===== config.mk =====
export PLATFORM = sky130hd
export DESIGN_NAME = pswd_eval
export DESIGN_NICKNAME = d
export VERILOG_FILES = /design/src/rtl/core/pswd_pkg.sv /design/src/rtl/core/pswd_eval.sv
export SDC_FILE = /design/constraint.sdc
export NUM_CORES = 1
export LEC_CHECK = 0
export BUFFER_PORTS_ARGS = -buffer_cell sky130_fd_sc_hd__buf_4
export CAP_MARGIN = 20
export CORE_ASPECT_RATIO = 0.9
export CORE_UTILIZATION = 56
export DETAILED_ROUTE_END_ITERATION = 10
export PLACE_DENSITY = 0.9
export SLEW_MARGIN = 25
export SYNTH_ARGS = -nofsm -noshare
export SYNTH_HDL_FRONTEND = slang
export SYNTH_SLANG_ARGS = --single-unit

===== constraint.sdc =====
create_clock -name vclk -period 6.65
set_input_delay 0.3325 -clock vclk [all_inputs]
set_output_delay 0.3325 -clock vclk [all_outputs]
set_load 0.005 [all_outputs]

===== src/rtl/core/pswd_pkg.sv =====
// ----------------------------------------------------------------------------
// pswd_pkg
// shared types and constants of the per-channel stall watchdog
// ----------------------------------------------------------------------------
package pswd_pkg;

    localparam int CH_W    = 7;
    localparam int DIST_W  = 16;
    localparam int TIME_W  = 32;
    localparam int CFG_W   = 16;
    localparam int OP_W    = 2;
    localparam int CH_SPAN = 1 << CH_W;

    // operation codes
    localparam logic [OP_W-1:0] OP_CHECK   = 2'd0;
    localparam logic [OP_W-1:0] OP_CLR_ONE = 2'd1;
    localparam logic [OP_W-1:0] OP_CLR_ALL = 2'd2;

    // register indexes
    localparam logic CFG_IDX_INTERVAL  = 1'b0;
    localparam logic CFG_IDX_THRESHOLD = 1'b1;

    localparam logic [CFG_W-1:0] INTERVAL_RST  = 16'd1000;
    localparam logic [CFG_W-1:0] THRESHOLD_RST = 16'd5;

    // one table entry
    typedef struct packed {
        logic              detecting;
        logic              collision_seen;
        logic [DIST_W-1:0] ref_distance;
        logic [TIME_W-1:0] ref_time;
    } t_entry;

    // table update controls
    typedef struct packed {
        logic wr_en;
        logic clr_one;
        logic clr_all;
    } t_ctrl;

    // decision for one item
    typedef struct packed {
        t_ctrl  ctrl;
        t_entry entry;
        logic   stuck;
    } t_action;

endpackage


===== src/rtl/core/pswd_eval.sv =====
// ----------------------------------------------------------------------------
// pswd_eval
// decision logic: from an item and its table entry to the update and result
// ----------------------------------------------------------------------------
module pswd_eval
    import pswd_pkg::*;
(
    input  logic [OP_W-1:0]   i_op,
    input  logic              i_in_range,
    input  logic              i_collidable,
    input  logic              i_collided,
    input  logic [DIST_W-1:0] i_distance,
    input  logic [TIME_W-1:0] i_time_now,
    input  t_entry            i_entry,
    input  logic [CFG_W-1:0]  i_interval,
    input  logic [CFG_W-1:0]  i_threshold,
    output t_action           o_action
);

    logic [TIME_W-1:0] elapsed;
    logic [DIST_W-1:0] moved;
    logic              seen;
    logic              window_open;
    t_entry            armed;

    always_comb begin
        elapsed     = i_time_now - i_entry.ref_time;
        // negative elapsed time never ends the window
        window_open = elapsed[TIME_W-1] ||
                      (elapsed <= {{(TIME_W-CFG_W){1'b0}}, i_interval});
        moved       = (i_entry.ref_distance >= i_distance)
                      ? (i_entry.ref_distance - i_distance)
                      : (i_distance - i_entry.ref_distance);
        seen        = i_entry.collision_seen | i_collided;

        armed.detecting      = 1'b1;
        armed.collision_seen = 1'b0;
        armed.ref_distance   = i_distance;
        armed.ref_time       = i_time_now;

        o_action       = '0;
        o_action.entry = armed;

        case (i_op)
            OP_CHECK: begin
                if (i_in_range) begin
                    if (!i_collidable) begin
                        o_action.ctrl.clr_one = 1'b1;
                    end else if (!i_entry.detecting) begin
                        o_action.ctrl.wr_en = 1'b1;
                    end else if (window_open) begin
                        // keep references, record the collision
                        o_action.ctrl.wr_en                = 1'b1;
                        o_action.entry                     = i_entry;
                        o_action.entry.collision_seen      = seen;
                    end else if (!seen) begin
                        o_action.ctrl.wr_en = 1'b1;
                    end else if (moved < i_threshold) begin
                        o_action.ctrl.clr_one = 1'b1;
                        o_action.stuck        = 1'b1;
                    end else begin
                        o_action.ctrl.wr_en = 1'b1;
                    end
                end
            end
            OP_CLR_ONE: begin
                o_action.ctrl.clr_one = i_in_range;
            end
            OP_CLR_ALL: begin
                o_action.ctrl.clr_all = 1'b1;
            end
            default: begin
                o_action.ctrl = '0;
            end
        endcase
    end

endmodule


=== After elaboration in Yosys (flattened, before gate mapping) ===
Cells that the tools add are included.

* Input port bits: 135
* Logic and storage cells: 31
* Output and inout port bits: 54
* Flip-flop bits (word level): 0

* Eq/ne operators: 2
* Magnitude comparators: 3
* Reduce and logical (&&, ||, !) cells: 2
* Add/subtract/negate cells: 3
* Muxes and demuxes: 20
* Bitwise gates (word level): 1

{| class="wikitable"
|+ Operators by type and width
! kind !! count
|-
| $mux W50 || 3
|-
| $mux W51 || 1
|-
| $mux W49 || 1
|-
| $le A32 B16 Y1 || 1
|-
| $sub A16 B16 Y16 || 2
|-
| $sub A32 B32 Y32 || 1
|-
| $ge A16 B16 Y1 || 1
|-
| $lt A16 B16 Y1 || 1
|-
| $mux W16 || 1
|-
| $mux W1 || 12
|-
| $eq A2 B1 Y1 const B || 1
|-
| $eq A2 B2 Y1 const B || 1
|-
| $logic_not A2 Y1 || 1
|-
| $mux W2 || 1
|-
| $pmux W1 S2 || 1
|-
| $logic_or A1 B1 Y1 || 1
|-
| $or A1 B1 Y1 || 1
|}

=== Longest topological paths before layout ===
Gate-level depths: netlist (run 1).

* Depth in word-level cells: 10
* Gate-level depth with buffers: 25
* Mapped depth without buffers: 23

=== Worst setup path after synthesis (run 1) ===
No wires, ideal clock.

* Kind: input-to-output
* From: input i_entry[32] in the netlist's numbering
* To: output o_action[52] in the netlist's numbering
* Buffers on the path: 1
* Data required time: 6.318 ns
* Cell stages on the path: 24
* Arrival time: 4.219 ns
* Setup slack: 2.099 ns
* Cell sequence: inv_1 > ha_1 > inv_1 > fa_1 > a21o_1 > a21o_1 > a21oi_1 > o21bai_1 > a41oi_1 > o211ai_1 > a221o_1 > clkbuf_1 > mux2_2 > ha_1 > a21boi_0 > o21ai_0 > nand2b_1 > a21oi_1 > o21ai_0 > a21oi_1 > o21ai_0 > a21oi_1 > o2111ai_1 > a311oi_1

{| class="wikitable"
|+ RTL lines
! item !! line !! text
|-
| from (decl) || pswd_eval.sv:14 || <nowiki>input t_entry i_entry,</nowiki>
|-
| to (decl) || pswd_eval.sv:17 || <nowiki>output t_action o_action</nowiki>
|}

==> impl_metrics.tcl, run 1 <==
set metrics [dict create \
    globalRouteTotalUtil_pct 31.24 \
    peakVddDrop_uv 52.54 \
    slew_violations 0 \
    syn-instance-count 681 \
    drt_wl_total_mm 14.91 \
    internal-power_uw 274.6 \
    grt-ovfl-total 0 \
    syn_to_final_growth_pct 30.27 \
    postPlaceCellArea_sq_um 6311 \
    dieArea_sq_um 9028 \
    core_area_sq_um 8223 \
    antenna_found_initial 0 \
    globalplace.congestion 0.9903 \
    n_clock_buffer 0 \
    grt_setup_unrepaired "false" \
    synth.distinct_cells 62 \
    p_comb_share_pct 100.0 \
    die_h_um 90.24 \
    die_w_um 100.0 \
    tightest_slew_ns 0.6345 \
    status "complete, no violations" \
    setup_tns_ns 0 \
    setup_violations 0 \
    num_rows 31 \
    ctsResizeCount 0 \
    power_switching_uw 308.1 \
    hp-start "i_op[0]" \
    ys_warn_count 0 \
    holdBufCountCts 0 \
    period_share_pct 87.08 \
    antennaDiodeCount 0 \
    drc 0 \
    n_sequential_cell 0 \
    cp_max_fo 14 \
    vias 5682 \
    drt-wirelength-per-cell_um 15.45 \
    initial_core_util_pct 58.92 \
    post_cts_buffers 0 \
    p_sw_share_pct 52.88 \
    cp-startpoint "i_time_now[0]" \
    mostFrequentLayoutCells "buf_4 (190), inv_1 (111), ha_1 (93)" \
    fmaxAchievable_mhz 172.7 \
    ant_nets 0 \
    cp_slowest_stage_delay_ns 0.51 \
    syn-num-nets 912 \
    synth-seq-area-share_pct 0 \
    maxCapViolCount 0 \
    critical-path-top-delay-family "compound AO/OA/AOI/OAI gates" \
    p_leak_nw 3.428 \
    cp_slowest_cell "a21oi_4" \
    via_per_inst 5.888 \
    synth_area_sq_um 4845 \
    fin_nets 1083 \
    p_per_area_nw_per_um2 92.33 \
    cp.required_ns 6.32 \
    ys_top_cells_by_area "ha_1 (24%), inv_1 (8.6%), a21oi_1 (6.8%)" \
    port_buffers 188 \
    crit_arrival_ns 5.46 \
    grt_max_degree 26 \
    critPathKind "in -> out" \
    fin_area_sq_um 6311 \
    syn_avg_cell_area_sq_um 7.114 \
    synth_top_area_share_pct 24.02 \
    final_common_cell "buf_4" \
    io_pins 189 \
    ff_latch_area_sq_um 0 \
    cp.buffers_inverters 4 \
    first_pass_iters 5 \
    worstHoldPathType "in -> out" \
    cp-start-kind "input pin" \
    hold_ws_ns 0.9285 \
    drt_iter0_drc 375 \
    grt_pass1_vias 5520 \
    slew_headroom_pct 57.50 \
    p_clk_share_pct 0 \
    hold_violations 0 \
    final_layout_size_suffix_gt1_share_pct 26.24 \
    yosys.area.top_type "ha_1" \
    grt_pass1_wl_mm 24.13 \
    seqPwrFrac_pct 0 \
    cp-end-kind "primary output" \
    min_period_ns 5.791 \
    place.detailed.hpwl_mm 12.87 \
    multiInputGateArea_sq_um 4304 \
    fillCellCount 631 \
]
stage by stage:
stage | total power, mW | util, % | setup WS, ns | instances
3_3_place_gp | 0.5446 | 76.75 | 1.145 | 965
3_5_place_dp | 0.5680 | 76.75 | 0.9483 | 965
6_report | 0.5827 | 76.75 | 0.8594 | 965
5_1_grt | 0.6407 | 76.75 | 0.5141 | 965
2_1_floorplan | 0.3777 | - | 2.099 | 681
4_1_cts | 0.5717 | 76.75 | 0.9366 | 965
cell type report:
| class | instances | area share [%] |
|---|---|---|
| Inverter | 111 | 6.602 |
| Multi-Input combinational cell | 548 | 68.20 |
| Tap cell | 115 | 2.280 |
| Timing Repair Buffer | 191 | 22.92 |
synthesized netlist by cell type, types with 5 or more instances:
master,count
a21o_1,40
o21ai_0,28
mux2_1,9
a21oi_1,66
nor2b_1,5
nand2b_1,9
mux2_2,24
ha_1,93
clkbuf_1,12
o21ai_1,7
inv_1,111
o21bai_1,8
xnor2_1,22
nand2_1,47
a31oi_1,6
a211oi_1,8
xor2_1,12
nor2_1,25
o21a_1,9
nor3_1,9
o211ai_1,6
nand3_1,15
nand4_1,10
mux2i_1,27
logic make-up after synthesis:
group,count (synthesis),synth area share (%)
AO/OA/AOI/OAI,219,30.19
adder cells (fa/ha/maj),96,25.26
other,1,0.07741
XOR/XNOR,34,6.147
AND/OR/NAND/NOR,138,13.92
buffers and inverters,133,11.16
multiplexers,60,13.25
power by group through the flow:
| stage | registers (mW) | logic (mW) | clock network (mW) |
|---|---|---|---|
| floorplan | 0 | 0.378 | 0 |
| global placement | 0 | 0.545 | 0 |
| detailed placement | 0 | 0.568 | 0 |
| CTS | 0 | 0.572 | 0 |
| global route | 0 | 0.641 | 0 |
| finish | 0 | 0.583 | 0 |
tightest hold or removal path: cells and delay by family:
family,cells,cell delay [ns]
buffers and inverters,2,0.22
and+or+nand+nor,1,0.04
worst paths after layout:
check / slack (ns) / to / cells past startpoint
max: 0.86 / o_action[23] / 25
min: 0.93 / o_action[51] / 3
layer usage:
metal | track usage (%) | vias to the layer above | routed length [um]
met5 | 0 | - | 0
met3 | 1.866 | 44 | 1121
met1 | 39.80 | 2546 | 6132
met2 | 57.53 | 318 | 7331
li1 | - | 2774 | -
met4 | 5.918 | 0 | 320
No activity file was read; power rests on OpenSTA's default activity.
==> run 2: changes to the inputs <==
- PLACE_DENSITY: 0.9 -> 0.95
==> run 2 against run 1 <==
Global-route usage shrank 0.064 points. Sequential share of layout area is the same. Setup slack gained 0.13 ns. Critical path depth is the same. Count of clock-buffer cells in the layout is the same. Routed wire length is essentially flat. Non-clock buffer count shrank 1. Total power grew 0.56%. Via count grew 1.0%. Final cell count shrank 0.10%. Flip-flop and latch count is the same. Critical endpoint is now o_action[17].
==> impl_metrics.tcl, run 2 (synthesis gave the netlist of run 1 again) <==
set metrics [dict create \
    mostFrequentLayoutCells "buf_4 (190), inv_1 (111), ha_1 (93)" \
    vias 5741 \
    critPathKind "in -> out" \
    p_per_area_nw_per_um2 93.15 \
    grt_setup_unrepaired "false" \
    seqPwrFrac_pct 0 \
    p_leak_nw 3.419 \
    ctsResizeCount 0 \
    grt-ovfl-total 0 \
    antennaDiodeCount 0 \
    grt_pass1_vias 5445 \
    n_sequential_cell 0 \
    globalplace.congestion 1.018 \
    drt-wirelength-per-cell_um 15.48 \
    first_pass_iters 5 \
    tightest_slew_ns 0.7095 \
    num_rows 31 \
    status "complete, no violations" \
    io_pins 189 \
    drt_wl_total_mm 14.92 \
    drc 0 \
    internal-power_uw 274.4 \
    maxCapViolCount 0 \
    setup_tns_ns 0 \
    slew_violations 0 \
    hold_violations 0 \
    min_period_ns 5.659 \
    n_clock_buffer 0 \
    fin_nets 1082 \
    hold_ws_ns 0.9238 \
    antenna_found_initial 0 \
    fillCellCount 637 \
    globalRouteTotalUtil_pct 31.18 \
    ant_nets 0 \
    dpl.cell_count 964 \
    final_cells 964 \
    worstHoldPathType "in -> out" \
    cp.required_ns 6.32 \
    cp_max_fo 49 \
    core_area_sq_um 8223 \
    via_per_inst 5.955 \
    die_w_um 100.0 \
    crit_arrival_ns 5.33 \
    final_common_cell "buf_4" \
    initial_core_util_pct 58.92 \
    p_sw_share_pct 53.17 \
    period_share_pct 85.09 \
    fmaxAchievable_mhz 176.7 \
    place.detailed.hpwl_mm 12.88 \
    grt_max_degree 50 \
    grt_pass1_wl_mm 24.07 \
    cp-start-kind "input pin" \
    peakVddDrop_uv 50.98 \
    p_comb_share_pct 100.0 \
    power_switching_uw 311.6 \
    slew_headroom_pct 52.70 \
    cp-end-kind "primary output" \
    ff_latch_area_sq_um 0 \
    final_layout_size_suffix_gt1_share_pct 26.15 \
    post_cts_buffers 0 \
    holdBufCountCts 0 \
    syn_to_final_growth_pct 29.86 \
    drt_iter0_drc 331 \
    port_buffers 188 \
    dieArea_sq_um 9028 \
    die_h_um 90.24 \
    setup_violations 0 \
    p_clk_share_pct 0 \
]
[run 2: changes by cell type in the layout (fill, tap and decap cells not counted), sizes merged]
cell,change
buf,-1
[run 2: area by class of cell]
| class | instances | area, sq um | area share [%] |
|---|---|---|---|
| Inverter | 111 | 416.7 | 6.623 |
| Tap cell | 115 | 143.9 | 2.287 |
| Timing Repair Buffer | 190 | 1426 | 22.67 |
| Multi-Input combinational cell | 548 | 4304 | 68.42 |
[run 2: worst max-delay path, cell delays in order]
cell	delay [ns]
buf_4	0.08
inv_1	0.03
ha_1	0.21
fa_1	0.43
nor2b_1	0.17
o2111ai_1	0.17
a21oi_1	0.33
o21ai_0	0.15
nand2b_1	0.09
a21oi_1	0.09
o21bai_1	0.14
a21oi_1	0.10
xnor2_1	0.14
ha_1	0.27
nand2_1	0.07
o21ai_0	0.14
o31ai_1	0.26
a31oi_1	0.18
nor4_1	0.24
and4_1	0.24
nand4_2	0.16
a21oi_4	0.15
buf_4	0.56
mux2_2	0.42
buf_4	0.14
[run 2: path summary, 6_finish.rpt]
| kind | cells past startpoint | startpoint | end | slack, ns |
|---|---|---|---|---|
| max | 25 | i_time_now[0] | o_action[17] | 0.99 |
| min | 3 | i_op[0] | o_action[51] | 0.92 |
[run 2: metrics by stage]
| stage | instance area (sq um) | power [mW] | utilization, % | worst slack [ns] |
|---|---|---|---|---|
| after global placement | 6291 | 0.5431 | 76.51 | 1.197 |
| after global routing | 6291 | 0.6463 | 76.51 | 0.5812 |
| after detailed placement | 6291 | 0.5711 | 76.51 | 1.028 |
| after floorplan | 4845 | 0.3777 | - | 2.099 |
| after CTS | 6291 | 0.5745 | 76.51 | 1.017 |
| final | 6291 | 0.5860 | 76.51 | 0.9913 |
[run 2: layer usage]
layer	global-route usage (%)	up-vias	wire length, um
li1	-	2776	-
met1	38.58	2580	6123
met2	54.43	335	7000
met3	5.677	50	1409
met4	9.179	0	385
met5	0	-	0
[run 2: power by group through the flow]
stage          Clock, mW  Sequential, mW  Combinational, mW
3_3_place_gp           0               0              0.543
3_5_place_dp           0               0              0.571
2_1_floorplan          0               0              0.378
6_report               0               0              0.586
5_1_grt                0               0              0.646
4_1_cts                0               0              0.575
